File: config.mk
export PLATFORM = sky130hd
export DESIGN_NAME = sd_spi_init_and_block_read_core
export DESIGN_NICKNAME = d
export VERILOG_FILES = /design/src/hdl/sdspi_pkg.sv /design/src/hdl/sdspi_seq.sv /design/src/hdl/sd_spi_init_and_block_read_core.sv
export SDC_FILE = /design/constraint.sdc
export NUM_CORES = 1
export LEC_CHECK = 0
export BUFFER_PORTS_ARGS = -buffer_cell sky130_fd_sc_hd__buf_2
export CORE_MARGIN = 3
export CORE_UTILIZATION = 40
export DETAILED_ROUTE_END_ITERATION = 8
export HOLD_SLACK_MARGIN = 0.05
export PLACE_DENSITY_LB_ADDON = 0.12
export SKIP_CTS_REPAIR_TIMING = 1
export SLEW_MARGIN = 20
export SYNTH_ARGS = -nofsm -noshare
export SYNTH_HDL_FRONTEND = slang
export SYNTH_SLANG_ARGS = --single-unit
File: constraint.sdc
create_clock -name clk -period 8.9 [get_ports clk]
set_input_delay 0.445 -clock clk [delete_from_list [all_inputs] [get_ports clk]]
set_output_delay 0.445 -clock clk [all_outputs]
set_load 0.02 [all_outputs]
File: src/hdl/sdspi_pkg.sv
package sdspi_pkg;

	localparam int BLOCK_BYTES = 512;
	localparam int BLOCK_AW = $clog2(BLOCK_BYTES);
	localparam int POWERUP_DUMMY_BYTES = 10;
	localparam int CNT_W = 10;

	localparam logic [7:0] FILL_BYTE = 8'hFF;
	localparam logic [7:0] START_TOKEN = 8'hFE;
	localparam logic [7:0] CMD_PREFIX = 8'h40;
	localparam logic [7:0] CRC_CMD0 = 8'h95;
	localparam logic [7:0] CRC_CMD8 = 8'h87;
	localparam logic [7:0] CRC_OTHER = 8'h01;
	localparam logic [11:0] CHECK_PATTERN = 12'h1AA;
	localparam logic [31:0] ARG_CMD8 = 32'h0000_01AA;
	localparam logic [31:0] ARG_ACMD41 = 32'h4000_0000;
	localparam int OCR_CCS_BIT = 30;

	localparam logic [5:0] CMD_GO_IDLE = 6'd0;
	localparam logic [5:0] CMD_SEND_IF_COND = 6'd8;
	localparam logic [5:0] CMD_READ_SINGLE = 6'd17;
	localparam logic [5:0] CMD_SD_SEND_OP = 6'd41;
	localparam logic [5:0] CMD_APP = 6'd55;
	localparam logic [5:0] CMD_READ_OCR = 6'd58;

	typedef enum logic [1:0] {
		OP_INIT   = 2'd0,
		OP_READ   = 2'd1,
		OP_STREAM = 2'd2,
		OP_REPLY  = 2'd3
	} op_t;

	typedef enum logic [3:0] {
		PH_IDLE     = 4'd0,
		PH_POWER    = 4'd1,
		PH_READY    = 4'd2,
		PH_COMMAND  = 4'd3,
		PH_RESPONSE = 4'd4,
		PH_TAIL     = 4'd5,
		PH_TOKEN    = 4'd6,
		PH_DATA     = 4'd7,
		PH_CRC      = 4'd8
	} phase_t;

	typedef struct packed {
		op_t         op;
		logic [31:0] block_or_offset;
		logic [31:0] byte_count;
		logic [7:0]  rx_byte;
	} item_t;

	typedef struct packed {
		logic       tx_valid;
		logic [7:0] tx_byte;
		logic       select_high;
		logic       data_valid;
		logic [7:0] data_byte;
		logic       busy;
		logic       done;
		logic       high_capacity;
		logic       v2_card;
		logic       voltage_ok;
	} result_t;

endpackage

File: src/hdl/sdspi_seq.sv
module sdspi_seq (
	input  logic              clk,
	input  logic              arst_n,
	input  logic              step,
	input  sdspi_pkg::item_t  item,
	output sdspi_pkg::result_t res
);

	sdspi_pkg::phase_t               phase_q, phase_d;
	logic [sdspi_pkg::CNT_W-1:0]     bcnt_q, bcnt_d, bcnt_inc;
	logic [5:0]                      cmd_q, cmd_d;
	logic [31:0]                     arg_q, arg_d;
	logic [31:0]                     rsh_q, rsh_d, rsh_next;
	logic                            hc_q, hc_d;
	logic [1:0]                      v2_q, v2_d;
	logic [31:0]                     off_q, off_d;
	logic [31:0]                     rem_q, rem_d;
	logic [sdspi_pkg::CNT_W-1:0]     chunk_q, chunk_d;
	logic [sdspi_pkg::CNT_W-1:0]     lead;
	logic                            iss;
	logic [5:0]                      iss_idx;
	logic [31:0]                     iss_arg;
	logic                            txv, dv, done;
	logic [7:0]                      txb, db;

	function automatic logic [7:0] frame_byte(input logic [2:0] k, input logic [5:0] idx,
			input logic [31:0] arg);
		logic [7:0] b;
		unique case (k)
			3'd0: b = sdspi_pkg::CMD_PREFIX | {2'b00, idx};
			3'd1: b = arg[31:24];
			3'd2: b = arg[23:16];
			3'd3: b = arg[15:8];
			3'd4: b = arg[7:0];
			default: begin
				if (idx == sdspi_pkg::CMD_GO_IDLE)
					b = sdspi_pkg::CRC_CMD0;
				else if (idx == sdspi_pkg::CMD_SEND_IF_COND)
					b = sdspi_pkg::CRC_CMD8;
				else
					b = sdspi_pkg::CRC_OTHER;
			end
		endcase
		return b;
	endfunction

	function automatic logic [sdspi_pkg::CNT_W-1:0] chunk_of(input logic [31:0] off,
			input logic [31:0] rem);
		logic [sdspi_pkg::CNT_W-1:0] room;
		room = sdspi_pkg::CNT_W'(sdspi_pkg::BLOCK_BYTES)
			- sdspi_pkg::CNT_W'(off[sdspi_pkg::BLOCK_AW-1:0]);
		return (rem < 32'(room)) ? rem[sdspi_pkg::CNT_W-1:0] : room;
	endfunction

	function automatic logic [31:0] addr_of(input logic hc, input logic [31:0] off);
		logic [31:0] a;
		if (hc)
			a = off >> sdspi_pkg::BLOCK_AW;
		else
			a = off & ~(32'(sdspi_pkg::BLOCK_BYTES) - 32'd1);
		return a;
	endfunction

	assign lead = sdspi_pkg::CNT_W'(off_q[sdspi_pkg::BLOCK_AW-1:0]);
	assign bcnt_inc = bcnt_q + 1'b1;
	assign rsh_next = {rsh_q[23:0], item.rx_byte};

	always_comb begin
		phase_d = phase_q;
		bcnt_d = bcnt_q;
		cmd_d = cmd_q;
		arg_d = arg_q;
		rsh_d = rsh_q;
		hc_d = hc_q;
		v2_d = v2_q;
		off_d = off_q;
		rem_d = rem_q;
		chunk_d = chunk_q;
		iss = 1'b0;
		iss_idx = sdspi_pkg::CMD_APP;
		iss_arg = '0;
		txv = 1'b0;
		txb = '0;
		dv = 1'b0;
		db = '0;
		done = 1'b0;

		unique case (item.op)
			sdspi_pkg::OP_INIT: begin
				v2_d = '0;
				hc_d = 1'b0;
				phase_d = sdspi_pkg::PH_POWER;
				bcnt_d = sdspi_pkg::CNT_W'(1);
				txv = 1'b1;
				txb = sdspi_pkg::FILL_BYTE;
			end
			sdspi_pkg::OP_READ: begin
				off_d = '0;
				rem_d = 32'(sdspi_pkg::BLOCK_BYTES);
				chunk_d = sdspi_pkg::CNT_W'(sdspi_pkg::BLOCK_BYTES);
				iss = 1'b1;
				iss_idx = sdspi_pkg::CMD_READ_SINGLE;
				iss_arg = hc_q ? item.block_or_offset
					: (item.block_or_offset << sdspi_pkg::BLOCK_AW);
			end
			sdspi_pkg::OP_STREAM: begin
				off_d = item.block_or_offset;
				rem_d = item.byte_count;
				if (item.byte_count == '0) begin
					phase_d = sdspi_pkg::PH_IDLE;
					done = 1'b1;
				end else begin
					chunk_d = chunk_of(item.block_or_offset, item.byte_count);
					iss = 1'b1;
					iss_idx = sdspi_pkg::CMD_READ_SINGLE;
					iss_arg = addr_of(hc_q, item.block_or_offset);
				end
			end
			sdspi_pkg::OP_REPLY: begin
				unique case (phase_q)
					sdspi_pkg::PH_POWER: begin
						if (bcnt_q < sdspi_pkg::CNT_W'(sdspi_pkg::POWERUP_DUMMY_BYTES)) begin
							bcnt_d = bcnt_inc;
							txv = 1'b1;
							txb = sdspi_pkg::FILL_BYTE;
						end else begin
							cmd_d = sdspi_pkg::CMD_GO_IDLE;
							arg_d = '0;
							phase_d = sdspi_pkg::PH_COMMAND;
							bcnt_d = '0;
							txv = 1'b1;
							txb = frame_byte(3'd0, sdspi_pkg::CMD_GO_IDLE, '0);
						end
					end
					sdspi_pkg::PH_READY: begin
						txv = 1'b1;
						if (item.rx_byte != '0) begin
							phase_d = sdspi_pkg::PH_COMMAND;
							bcnt_d = '0;
							txb = frame_byte(3'd0, cmd_q, arg_q);
						end else begin
							txb = sdspi_pkg::FILL_BYTE;
						end
					end
					sdspi_pkg::PH_COMMAND: begin
						bcnt_d = bcnt_inc;
						txv = 1'b1;
						if (bcnt_inc < sdspi_pkg::CNT_W'(6)) begin
							txb = frame_byte(bcnt_inc[2:0], cmd_q, arg_q);
						end else begin
							phase_d = sdspi_pkg::PH_RESPONSE;
							txb = sdspi_pkg::FILL_BYTE;
						end
					end
					sdspi_pkg::PH_RESPONSE: begin
						if (item.rx_byte == sdspi_pkg::FILL_BYTE) begin
							txv = 1'b1;
							txb = sdspi_pkg::FILL_BYTE;
						end else if (cmd_q == sdspi_pkg::CMD_GO_IDLE) begin
							iss = 1'b1;
							iss_idx = sdspi_pkg::CMD_SEND_IF_COND;
							iss_arg = sdspi_pkg::ARG_CMD8;
						end else if (cmd_q == sdspi_pkg::CMD_SEND_IF_COND) begin
							if (item.rx_byte == 8'd1) begin
								v2_d[0] = 1'b1;
								phase_d = sdspi_pkg::PH_TAIL;
								bcnt_d = '0;
								rsh_d = '0;
								txv = 1'b1;
								txb = sdspi_pkg::FILL_BYTE;
							end else begin
								iss = 1'b1;
							end
						end else if (cmd_q == sdspi_pkg::CMD_APP) begin
							iss = 1'b1;
							iss_idx = sdspi_pkg::CMD_SD_SEND_OP;
							iss_arg = sdspi_pkg::ARG_ACMD41;
						end else if (cmd_q == sdspi_pkg::CMD_SD_SEND_OP) begin
							iss = 1'b1;
							if (item.rx_byte == '0)
								iss_idx = sdspi_pkg::CMD_READ_OCR;
						end else if (cmd_q == sdspi_pkg::CMD_READ_OCR) begin
							if (item.rx_byte == '0) begin
								phase_d = sdspi_pkg::PH_TAIL;
								bcnt_d = '0;
								rsh_d = '0;
								txv = 1'b1;
								txb = sdspi_pkg::FILL_BYTE;
							end else begin
								phase_d = sdspi_pkg::PH_IDLE;
								done = 1'b1;
							end
						end else begin
							phase_d = sdspi_pkg::PH_TOKEN;
							txv = 1'b1;
							txb = sdspi_pkg::FILL_BYTE;
						end
					end
					sdspi_pkg::PH_TAIL: begin
						rsh_d = rsh_next;
						bcnt_d = bcnt_inc;
						if (bcnt_inc < sdspi_pkg::CNT_W'(4)) begin
							txv = 1'b1;
							txb = sdspi_pkg::FILL_BYTE;
						end else if (cmd_q == sdspi_pkg::CMD_SEND_IF_COND) begin
							if (rsh_next[11:0] == sdspi_pkg::CHECK_PATTERN)
								v2_d[1] = 1'b1;
							iss = 1'b1;
						end else begin
							if (rsh_next[sdspi_pkg::OCR_CCS_BIT])
								hc_d = 1'b1;
							phase_d = sdspi_pkg::PH_IDLE;
							done = 1'b1;
						end
					end
					sdspi_pkg::PH_TOKEN: begin
						if (item.rx_byte == sdspi_pkg::START_TOKEN) begin
							phase_d = sdspi_pkg::PH_DATA;
							bcnt_d = '0;
						end
						txv = 1'b1;
						txb = sdspi_pkg::FILL_BYTE;
					end
					sdspi_pkg::PH_DATA: begin
						if (bcnt_q >= lead && (bcnt_q - lead) < chunk_q) begin
							dv = 1'b1;
							db = item.rx_byte;
						end
						if (bcnt_inc >= sdspi_pkg::CNT_W'(sdspi_pkg::BLOCK_BYTES)) begin
							phase_d = sdspi_pkg::PH_CRC;
							bcnt_d = '0;
						end else begin
							bcnt_d = bcnt_inc;
						end
						txv = 1'b1;
						txb = sdspi_pkg::FILL_BYTE;
					end
					sdspi_pkg::PH_CRC: begin
						bcnt_d = bcnt_inc;
						if (bcnt_inc < sdspi_pkg::CNT_W'(2)) begin
							rem_d = rem_q - 32'(chunk_q);
							off_d = off_q + 32'(chunk_q);
							txv = 1'b1;
							txb = sdspi_pkg::FILL_BYTE;
						end else if (rem_q != '0) begin
							chunk_d = chunk_of(off_q, rem_q);
							iss = 1'b1;
							iss_idx = sdspi_pkg::CMD_READ_SINGLE;
							iss_arg = addr_of(hc_q, off_q);
						end else begin
							phase_d = sdspi_pkg::PH_IDLE;
							done = 1'b1;
						end
					end
					default: begin
						phase_d = sdspi_pkg::PH_IDLE;
					end
				endcase
			end
			default: begin
				phase_d = phase_q;
			end
		endcase

		if (iss) begin
			cmd_d = iss_idx;
			arg_d = iss_arg;
			phase_d = sdspi_pkg::PH_READY;
			txv = 1'b1;
			txb = sdspi_pkg::FILL_BYTE;
		end

		res.tx_valid = txv;
		res.tx_byte = txb;
		res.select_high = (phase_d == sdspi_pkg::PH_POWER);
		res.data_valid = dv;
		res.data_byte = db;
		res.busy = (phase_d != sdspi_pkg::PH_IDLE);
		res.done = done;
		res.high_capacity = hc_d;
		res.v2_card = v2_d[0];
		res.voltage_ok = v2_d[1];
	end

	always_ff @(posedge clk or negedge arst_n) begin
		if (!arst_n) begin
			phase_q <= sdspi_pkg::PH_IDLE;
			bcnt_q <= '0;
			cmd_q <= '0;
			arg_q <= '0;
			rsh_q <= '0;
			hc_q <= 1'b0;
			v2_q <= '0;
			off_q <= '0;
			rem_q <= '0;
			chunk_q <= '0;
		end else if (step) begin
			phase_q <= phase_d;
			bcnt_q <= bcnt_d;
			cmd_q <= cmd_d;
			arg_q <= arg_d;
			rsh_q <= rsh_d;
			hc_q <= hc_d;
			v2_q <= v2_d;
			off_q <= off_d;
			rem_q <= rem_d;
			chunk_q <= chunk_d;
		end
	end

	a_data_in_window: assert property (@(posedge clk) disable iff (!arst_n)
		phase_q == sdspi_pkg::PH_DATA |-> bcnt_q < sdspi_pkg::CNT_W'(sdspi_pkg::BLOCK_BYTES))
		else $error("data byte counter past block end");
	a_chunk_bound: assert property (@(posedge clk) disable iff (!arst_n)
		phase_q == sdspi_pkg::PH_DATA
			|-> chunk_q <= sdspi_pkg::CNT_W'(sdspi_pkg::BLOCK_BYTES) - lead)
		else $error("chunk runs past block end");
	a_idle_holds: assert property (@(posedge clk) disable iff (!arst_n)
		step && phase_q == sdspi_pkg::PH_IDLE && item.op == sdspi_pkg::OP_REPLY
			|=> phase_q == sdspi_pkg::PH_IDLE)
		else $error("stray reply left idle");

endmodule

File: src/hdl/sd_spi_init_and_block_read_core.sv
// SD card host sequencer for SPI mode, one card byte exchange per item.
// Input channel (in_valid / in_stall) carries op, block_or_offset, byte_count
// and rx_byte. Op 0 starts init, op 1 reads one block, op 2 streams byte_count
// bytes from a byte offset, op 3 returns the byte the card sent in the last
// exchange. Every accepted item yields exactly one result beat on the output
// channel (out_valid / out_stall): when tx_valid is set, shift tx_byte out at
// the select_high level and send the card's reply back as the next op 3 item.
// data_valid marks a wanted payload byte in data_byte.
// The item is registered in the input register, then its result in the result
// register; one item is accepted every cycle while in_stall stays low.
// The next state is formed in the same cycle from the registered item and
// the current sequencer state.
// Reset clears the sequencer to idle with all card flags low; both channels
// come up empty. While out_stall is high the result register holds its beat
// and the input register holds one more item; in_stall rises only when both
// are full.
module sd_spi_init_and_block_read_core (
	input  logic        clk,
	input  logic        arst_n,
	input  logic        in_valid,
	output logic        in_stall,
	input  logic [1:0]  op,
	input  logic [31:0] block_or_offset,
	input  logic [31:0] byte_count,
	input  logic [7:0]  rx_byte,
	output logic        out_valid,
	input  logic        out_stall,
	output logic        tx_valid,
	output logic [7:0]  tx_byte,
	output logic        select_high,
	output logic        data_valid,
	output logic [7:0]  data_byte,
	output logic        busy_res,
	output logic        done_res,
	output logic        high_capacity,
	output logic        v2_card,
	output logic        voltage_ok
);

	logic                valid_s1;
	sdspi_pkg::item_t    item_s1;
	logic                out_valid_q;
	sdspi_pkg::result_t  res_q;
	sdspi_pkg::result_t  res_d;
	logic                advance;

	assign advance = valid_s1 && !(out_valid_q && out_stall);
	assign in_stall = valid_s1 && !advance;

	sdspi_seq u_seq (
		.clk    (clk),
		.arst_n (arst_n),
		.step   (advance),
		.item   (item_s1),
		.res    (res_d)
	);

	always_ff @(posedge clk or negedge arst_n) begin
		if (!arst_n) begin
			valid_s1 <= 1'b0;
			out_valid_q <= 1'b0;
		end else begin
			if (!in_stall)
				valid_s1 <= in_valid;
			if (advance)
				out_valid_q <= 1'b1;
			else if (!out_stall)
				out_valid_q <= 1'b0;
		end
	end

	always_ff @(posedge clk) begin
		if (!in_stall && in_valid) begin
			item_s1.op <= sdspi_pkg::op_t'(op);
			item_s1.block_or_offset <= block_or_offset;
			item_s1.byte_count <= byte_count;
			item_s1.rx_byte <= rx_byte;
		end
		if (advance)
			res_q <= res_d;
	end

	assign out_valid = out_valid_q;
	assign tx_valid = res_q.tx_valid;
	assign tx_byte = res_q.tx_byte;
	assign select_high = res_q.select_high;
	assign data_valid = res_q.data_valid;
	assign data_byte = res_q.data_byte;
	assign busy_res = res_q.busy;
	assign done_res = res_q.done;
	assign high_capacity = res_q.high_capacity;
	assign v2_card = res_q.v2_card;
	assign voltage_ok = res_q.voltage_ok;

	a_done_not_busy: assert property (@(posedge clk) disable iff (!arst_n)
		out_valid_q |-> !(res_q.done && res_q.busy))
		else $error("done and busy in one beat");
	a_tx_needs_busy: assert property (@(posedge clk) disable iff (!arst_n)
		out_valid_q && res_q.tx_valid |-> res_q.busy)
		else $error("exchange requested while idle");
	a_data_fill: assert property (@(posedge clk) disable iff (!arst_n)
		out_valid_q && res_q.data_valid
			|-> res_q.tx_valid && res_q.tx_byte == sdspi_pkg::FILL_BYTE)
		else $error("payload beat without fill request");
	a_select_power: assert property (@(posedge clk) disable iff (!arst_n)
		out_valid_q && res_q.select_high
			|-> res_q.tx_valid && res_q.tx_byte == sdspi_pkg::FILL_BYTE && !res_q.data_valid)
		else $error("deselected beat is not a fill byte");

endmodule

==> Yosys cells after proc, flatten, opt, wreduce, memory -nomap -nowiden <==
Cells that the tools add are included.
{ "totals": {"elab_cells": 283, "regBits": 252, "out_inout_bits": 26} }
{ "classes": {"magnitude_cmp": 9, "eq_ne": 48, "muxes": 163, "n_reduce_logical": 31, "addsub": 6} }
{ "ops": {"columns": ["cell", "count"], "rows": [
  ["two-way mux 32 bit", 17],
  ["case mux 32 bit (3 select lines)", 3],
  ["two-way mux 23 bit", 8],
  ["two-way mux 10 bit", 18],
  ["two-way mux 8 bit", 15],
  ["two-way mux 4 bit", 18],
  ["two-way mux 6 bit", 12],
  ["< comparator 32 x 10 -> 1 bit", 2],
  ["case mux 32 bit (2 select lines)", 1],
  ["case mux 10 bit (6 select lines)", 1],
  ["case mux 8 bit (7 select lines)", 1],
  ["two-way mux 1 bit", 49],
  ["case mux 23 bit (2 select lines)", 1],
  ["case mux 8 bit (5 select lines)", 1],
  ["adder 32 x 10 -> 32 bit", 1],
  ["logical NOT 32 bit", 1],
  ["case mux 4 bit (8 select lines)", 1],
  ["nonzero test 32 bit", 1],
  ["subtractor 32 x 10 -> 32 bit", 1],
  ["two-way mux 31 bit", 1],
  ["case mux 10 bit (3 select lines)", 1],
  ["< comparator 10 x 3 -> 1 bit, second input constant", 2],
  ["case mux 10 bit (2 select lines)", 1],
  ["subtractor 10 x 9 -> 10 bit, first input constant", 2],
  ["other kinds (58)", 98]
]} }

==> Logic depth before layout (Yosys ltp) <==
{ "logic_depth": {"ltp_word": 12, "depth_mapped": 16, "depth_no_buf": 16} }

==> Modules after synthesis <==
From an unflattened synthesis, not the netlist that was laid out.
{ "hier_totals": {"hier_cells": 1579, "area_unflattened_um2": 14949.3} }
{ "by_module_without_submodules": {"columns": ["mod", "cells_each", "n_inst", "area_each_um2"], "rows": [
  ["sdspi_seq", 1473, 1, 11913.9],
  ["sd_spi_init_and_block_read_core", 106, 1, 3035.4]
]} }

==> Worst setup path after synthesis <==
OpenSTA, ideal clock, no wires.
{ "synth_path": {"kind": "register to register", "start": "register u_seq.off_q[2]", "end": "register u_seq.chunk_q[7] (netlist bit)", "path_stages_with_launch": 14, "arrival_ns": 3.231, "path_buffers": 1, "setup_time_ns": 0.126, "slack_ns": 5.543, "required_time_ns": 8.774, "path_cell_list": "dfrtp_1 -> or2_2 -> or4_1 -> nor3_1 -> xnor2_1 -> ha_1 -> or2_2 -> a221o_1 -> a31oi_1 -> o211ai_1 -> clkbuf_1 -> mux2i_1 -> nor2b_1 -> a221o_1"} }
{ "synth_via": {"elab_chain_cells": 7} }
{ "synth_rtl": {"columns": ["element", "line", "source"], "rows": [
  ["start: declaration", "sdspi_seq.sv:16", "logic [31:0] off_q, off_d;"],
  ["start signal: assignment", "sdspi_seq.sv:294", "off_q <= '0;"],
  ["start signal: assignment", "sdspi_seq.sv:305", "off_q <= off_d;"],
  ["subtractor 10 x 9 -> 10 bit *", "sdspi_seq.sv:51", "- sdspi_pkg::CNT_W'(off[sdspi_pkg::BLOCK_AW-1:0]);"],
  ["< comparator 32 x 10 -> 1 bit", "sdspi_seq.sv:52", "return (rem < 32'(room)) ? rem[sdspi_pkg::CNT_W-1:0] : room;"],
  ["two-way mux 10 bit *", "sdspi_seq.sv:52", null],
  ["two-way mux 10 bit *", "sdspi_seq.sv:245", "end else if (rem_q != '0) begin"],
  ["two-way mux 10 bit *", "sdspi_seq.sv:240", "if (bcnt_inc < sdspi_pkg::CNT_W'(2)) begin"],
  ["two-way mux 10 bit *", "sdspi_seq.sv:120", "unique case (phase_q)"],
  ["case mux 10 bit (3 select lines) *", "sdspi_seq.sv:88", "unique case (item.op)"],
  ["end signal: assignment", "sdspi_seq.sv:307", "chunk_q <= chunk_d;"],
  ["end: declaration", "sdspi_seq.sv:18", "logic [sdspi_pkg::CNT_W-1:0] chunk_q, chunk_d;"]
]} }
Mark *: on every way between the ends. The rest lies on a longest branch, timed or not. The select of a mux whose other input is x is not followed.
A chain may end at the register's enable or synchronous reset.

==> Worst setup path in the final report <==
{ "layout_path": {"start": "register u_seq.bcnt_q[1] (netlist bit)", "end": "register u_seq.off_q[10]"} }
{ "layout_via": {"elab_chain_cells": 4} }
{ "layout_rtl": {"columns": ["element", "line", "source"], "rows": [
  ["start: declaration", "sdspi_seq.sv:10", "logic [sdspi_pkg::CNT_W-1:0] bcnt_q, bcnt_d, bcnt_inc;"],
  ["start signal: assignment", "sdspi_seq.sv:299", "bcnt_q <= bcnt_d;"],
  ["adder 10 x 1 -> 10 bit", "sdspi_seq.sv:65", "assign bcnt_inc = bcnt_q + 1'b1;"],
  ["< comparator 10 x 2 -> 1 bit", "sdspi_seq.sv:240", null],
  ["!= test 2 x 1 -> 1 bit (no line)", null, null],
  ["AND reduction 4 bit (no line)", null, null]
]} }
No other way between the ends.

==> run_results.csv <==
group,metric,value,unit
floorplan,die-height,201,um
timing,worst_slew_pin_slew,1060,ps
power,p_comb_frac,0.313,
power,p_clk_frac,0.301,
grt,grt_usage,0.234,
clock_network,clk_latency,590,ps
grt,antenna_found_initial,0,
setup_path,cp-end-kind,"flip-flop",
run_status,status,"finished with violations",
yosys,avgSynthCellArea,9.69,um2
timing,rsz0062_at_grt,"no",
setup_path,critPathMaxStageDelay,750,ps
clock_network,max-clock-path-buffers,3,
detailed_routing,drt-total-wl,49.5,mm
placed_design,post-place-cells,2094,
grt,overflow,0,
detailed_routing,drc,0,
yosys,yosysSeqAreaShare,0.421,
detailed_routing,viasPerCell,6.06,
setup_path,critPathTopFamily,"compound AO/OA/AOI/OAI gates",
setup_path,crit_top_cell,"buf_4",
timing,fmax,247,MHz
final_layout,final_core_util,0.479,
setup_path,rrSetupSlack,4850,ps
detailed_routing,vias,13450,
timing,maxSlewHeadroom,0.287,
timing,fin_crit_sh,0.455,
timing,whs,-13.2,ps
setup_path,worstReg2RegEnd,"u_seq.off_q[10]$_DFFE_PN0P_",
grt,grt_start_max_net_pins,96,
final_layout,nets,1841,
clock_network,clock_sinks,236,
final_layout,drive_gt1_frac,0.139,
timing,fin_crit,4050,ps
setup_path,crit_type,"flip-flop to flip-flop",
setup_path,crit_path_top_delay_cell,"a21o_2",
yosys,synth.distinct_cells,94,
timing,finalClockSkew,15.8,ps
floorplan,dieArea,40400,um2
setup_path,path_cells,"ha_1 > and2_1 > a21oi_1 > nor2_1 > a211o_1 > buf_4 > a21o_2 > buf_4 > o21ai_0 > a221o_1",
setup_path,start_kind,"flip-flop",
power,ir_drop,0.162,mV
floorplan,dieWidth,201,um
yosys,yosysWarningCount,0,
clock_network,path_clk_slew,60,ps
clock_network,cts-root-buf,"clkbuf_16",
power,seq_power_share,0.386,
placed_design,port_buffers,103,
floorplan,core,37000,um2
final_layout,area_growth,16.7,%
yosys,synthFlopType,"dfrtp_1",
grt,grt_pass1_wl,75.3,mm
detailed_routing,wl_per_cell,22.3,um
setup_path,crit_required,9370,ps
floorplan,num_rows,70,
setup_path,worstSetupStartpoint,"u_seq.bcnt_q[1]$_DFFE_PN0P_",
setup_path,critPathBufInv,2,
setup_path,cp.arrival,4520,ps
run_status,failed_checks,"hold timing",
detailed_routing,dr.pass1.iters,8,
floorplan,pin_count,104,
detailed_routing,ant_nets,0,
run,cap_violations,0,
setup_path,r2r-start,"u_seq.bcnt_q[1]$_DFFE_PN0P_",
yosys,synthArstFlopShare,0.585,
power,p_int,2520,uW
timing,hold_viol,10,
yosys,syn_inst,1568,
clock_network,htree_levels,1,
clock_network,cts_tree,"yes",
setup_path,cp_max_fo,44,
yosys,synth-edff-count,98,
placed_design,place.gp.congestion,0.887,
final_layout,layout_commonest_cell,"dfrtp_1",
final_layout,diodes,0,
final_layout,final_cell_mix,"138 x dfrtp_1, 114 x nand2_1, 102 x buf_2, 98 x edfxtp_1, 97 x nor2_1",
power,sw_frac_of_total,0.373,
floorplan,initial_core_util,0.410,
power,p_per_area,227,nW/um2
grt,first_global_vias,12728,
detailed_routing,first_iter_violations,1436,
power,p_leak,0.00699,uW
timing,slew_viol_final,0,
yosys,syn_nets,1717,
clock_network,cts_buffers,28,
timing,setup_tns,0,ps
final_layout,layout.cells.non_filler,2218,
setup_path,r2r_cells,10,
power,switchingPower,1500,uW
placed_design,dp_hpwl,34.0,mm
min_path,min_path_type,"input pin to asynchronous set/reset pin",
yosys,ys_seq_elements,236,
yosys,synthesis.area,15200,um2
timing,setup_viol,0,
==> synth_stat cells, types with 6 or more instances <==
master | count | area share
a211oi_1 | 27 | 0.013
a21boi_0 | 18 | 0.0089
a21o_1 | 17 | 0.0084
a21oi_1 | 90 | 0.030
a221o_1 | 19 | 0.013
a221oi_1 | 23 | 0.013
a222oi_1 | 29 | 0.019
a31oi_1 | 25 | 0.010
a32o_1 | 11 | 0.0072
a41oi_1 | 8 | 0.0046
and2_1 | 20 | 0.0082
and3_1 | 18 | 0.0074
buf_1 | 9 | 0.0022
buf_2 | 19 | 0.0063
buf_4 | 7 | 0.0035
clkbuf_1 | 59 | 0.015
dfrtp_1 | 138 | 0.23
edfxtp_1 | 98 | 0.19
ha_1 | 68 | 0.056
inv_1 | 63 | 0.016
mux2_2 | 16 | 0.012
mux2i_1 | 39 | 0.026
nand2_1 | 114 | 0.028
nand2b_1 | 13 | 0.0054
nand3_1 | 69 | 0.023
nand4_1 | 13 | 0.0054
nor2_1 | 97 | 0.024
nor2b_1 | 18 | 0.0074
nor3_1 | 48 | 0.016
nor3b_1 | 7 | 0.0035
nor4_1 | 26 | 0.011
o211ai_1 | 14 | 0.0069
o21a_1 | 8 | 0.0040
o21ai_0 | 77 | 0.025
o22ai_1 | 28 | 0.012
o2bb2ai_1 | 18 | 0.010
o2bb2ai_2 | 11 | 0.011
o31a_1 | 6 | 0.0035
o31ai_1 | 28 | 0.014
or2_2 | 11 | 0.0045
or3_1 | 13 | 0.0054
or4_1 | 6 | 0.0030
xnor2_1 | 22 | 0.013
xor2_1 | 17 | 0.0098
==> per-stage QoR <==
step	worst slack (ps)	power (uW)	area [um2]
2_1_floorplan	5540	2400	15200
3_3_place_gp	5020	2760	16000
3_5_place_dp	4910	2780	16000
4_1_cts	4910	4000	17000
5_1_grt	4540	4260	17700
6_report	4850	4020	17700
==> worst register-to-register path: stages (launching register included) <==
cell	delay, ps
dfrtp_1	540
ha_1	390
and2_1	250
a21oi_1	100
nor2_1	320
a211o_1	190
buf_4	320
a21o_2	780
buf_4	540
o21ai_0	210
a221o_1	300
==> state kept, by name, summed over array words and instances, names as in the netlist, 2 cells and up <==
name           cells
u_seq.bcnt_q      10
u_seq.chunk_q     10
u_seq.rem_q       32
tx_byte            8
u_seq.rsh_q        7
u_seq.arg_q       32
u_seq.phase_q      4
u_seq.off_q       32
item_s1           74
u_seq.v2_q         2
data_byte          8
u_seq.cmd_q        6
==> metal layers <==
metal	part of all wire	up-vias	track usage	routed length, um
met5	0	-	0	0
met4	0.036	0	0.0801	1800
met2	0.45	510	0.359	22200
li1	-	6304	-	-
met1	0.45	6522	0.334	22200
met3	0.066	114	0.0401	3280
==> power groups by stage <==
stage | clock network (uW) | logic [uW] | registers [uW]
after floorplan | 0 | 930 | 1470
after global placement | 0 | 1200 | 1560
after detailed placement | 0 | 1210 | 1570
after CTS | 1230 | 1220 | 1550
after global routing | 1280 | 1410 | 1580
final | 1210 | 1260 | 1550
==> area by class of cell <==
class | instances | area, um2
Clock buffer | 33 | 783
Clock inverter | 19 | 193
Fill cell | 3480 | 19300
Inverter | 63 | 236
Multi-Input combinational cell | 1170 | 8120
Sequential cell | 236 | 6400
Tap cell | 504 | 631
Timing Repair Buffer | 193 | 1380
==> kinds of logic (layout without fill, tap and decap cells) <==
family / Yosys count / count (layout) / share of synthesized area
flip-flops: 236 / 236 / 0.421
XOR/XNOR: 39 / 39 / 0.0225
buffers and inverters: 162 / 308 / 0.0464
multiplexers: 56 / 56 / 0.0385
adder cells (fa/ha/maj): 71 / 71 / 0.0600
AND/OR/NAND/NOR: 503 / 503 / 0.171
AO/OA/AOI/OAI: 501 / 501 / 0.241
==> worst max path at each step <==
stage,depth (start not counted),slack [ps],endpoint
2_1_floorplan,13,5540,u_seq.chunk_q[7]$_DFFE_PN0P_
3_3_place_gp,10,5020,u_seq.rem_q[9]$_DFFE_PN0P_
3_5_place_dp,10,4910,u_seq.off_q[10]$_DFFE_PN0P_
4_1_cts,10,4910,u_seq.off_q[10]$_DFFE_PN0P_
5_1_grt,10,4540,u_seq.off_q[10]$_DFFE_PN0P_
6_report,10,4850,u_seq.off_q[10]$_DFFE_PN0P_
No activity file was read; power rests on OpenSTA's default activity.
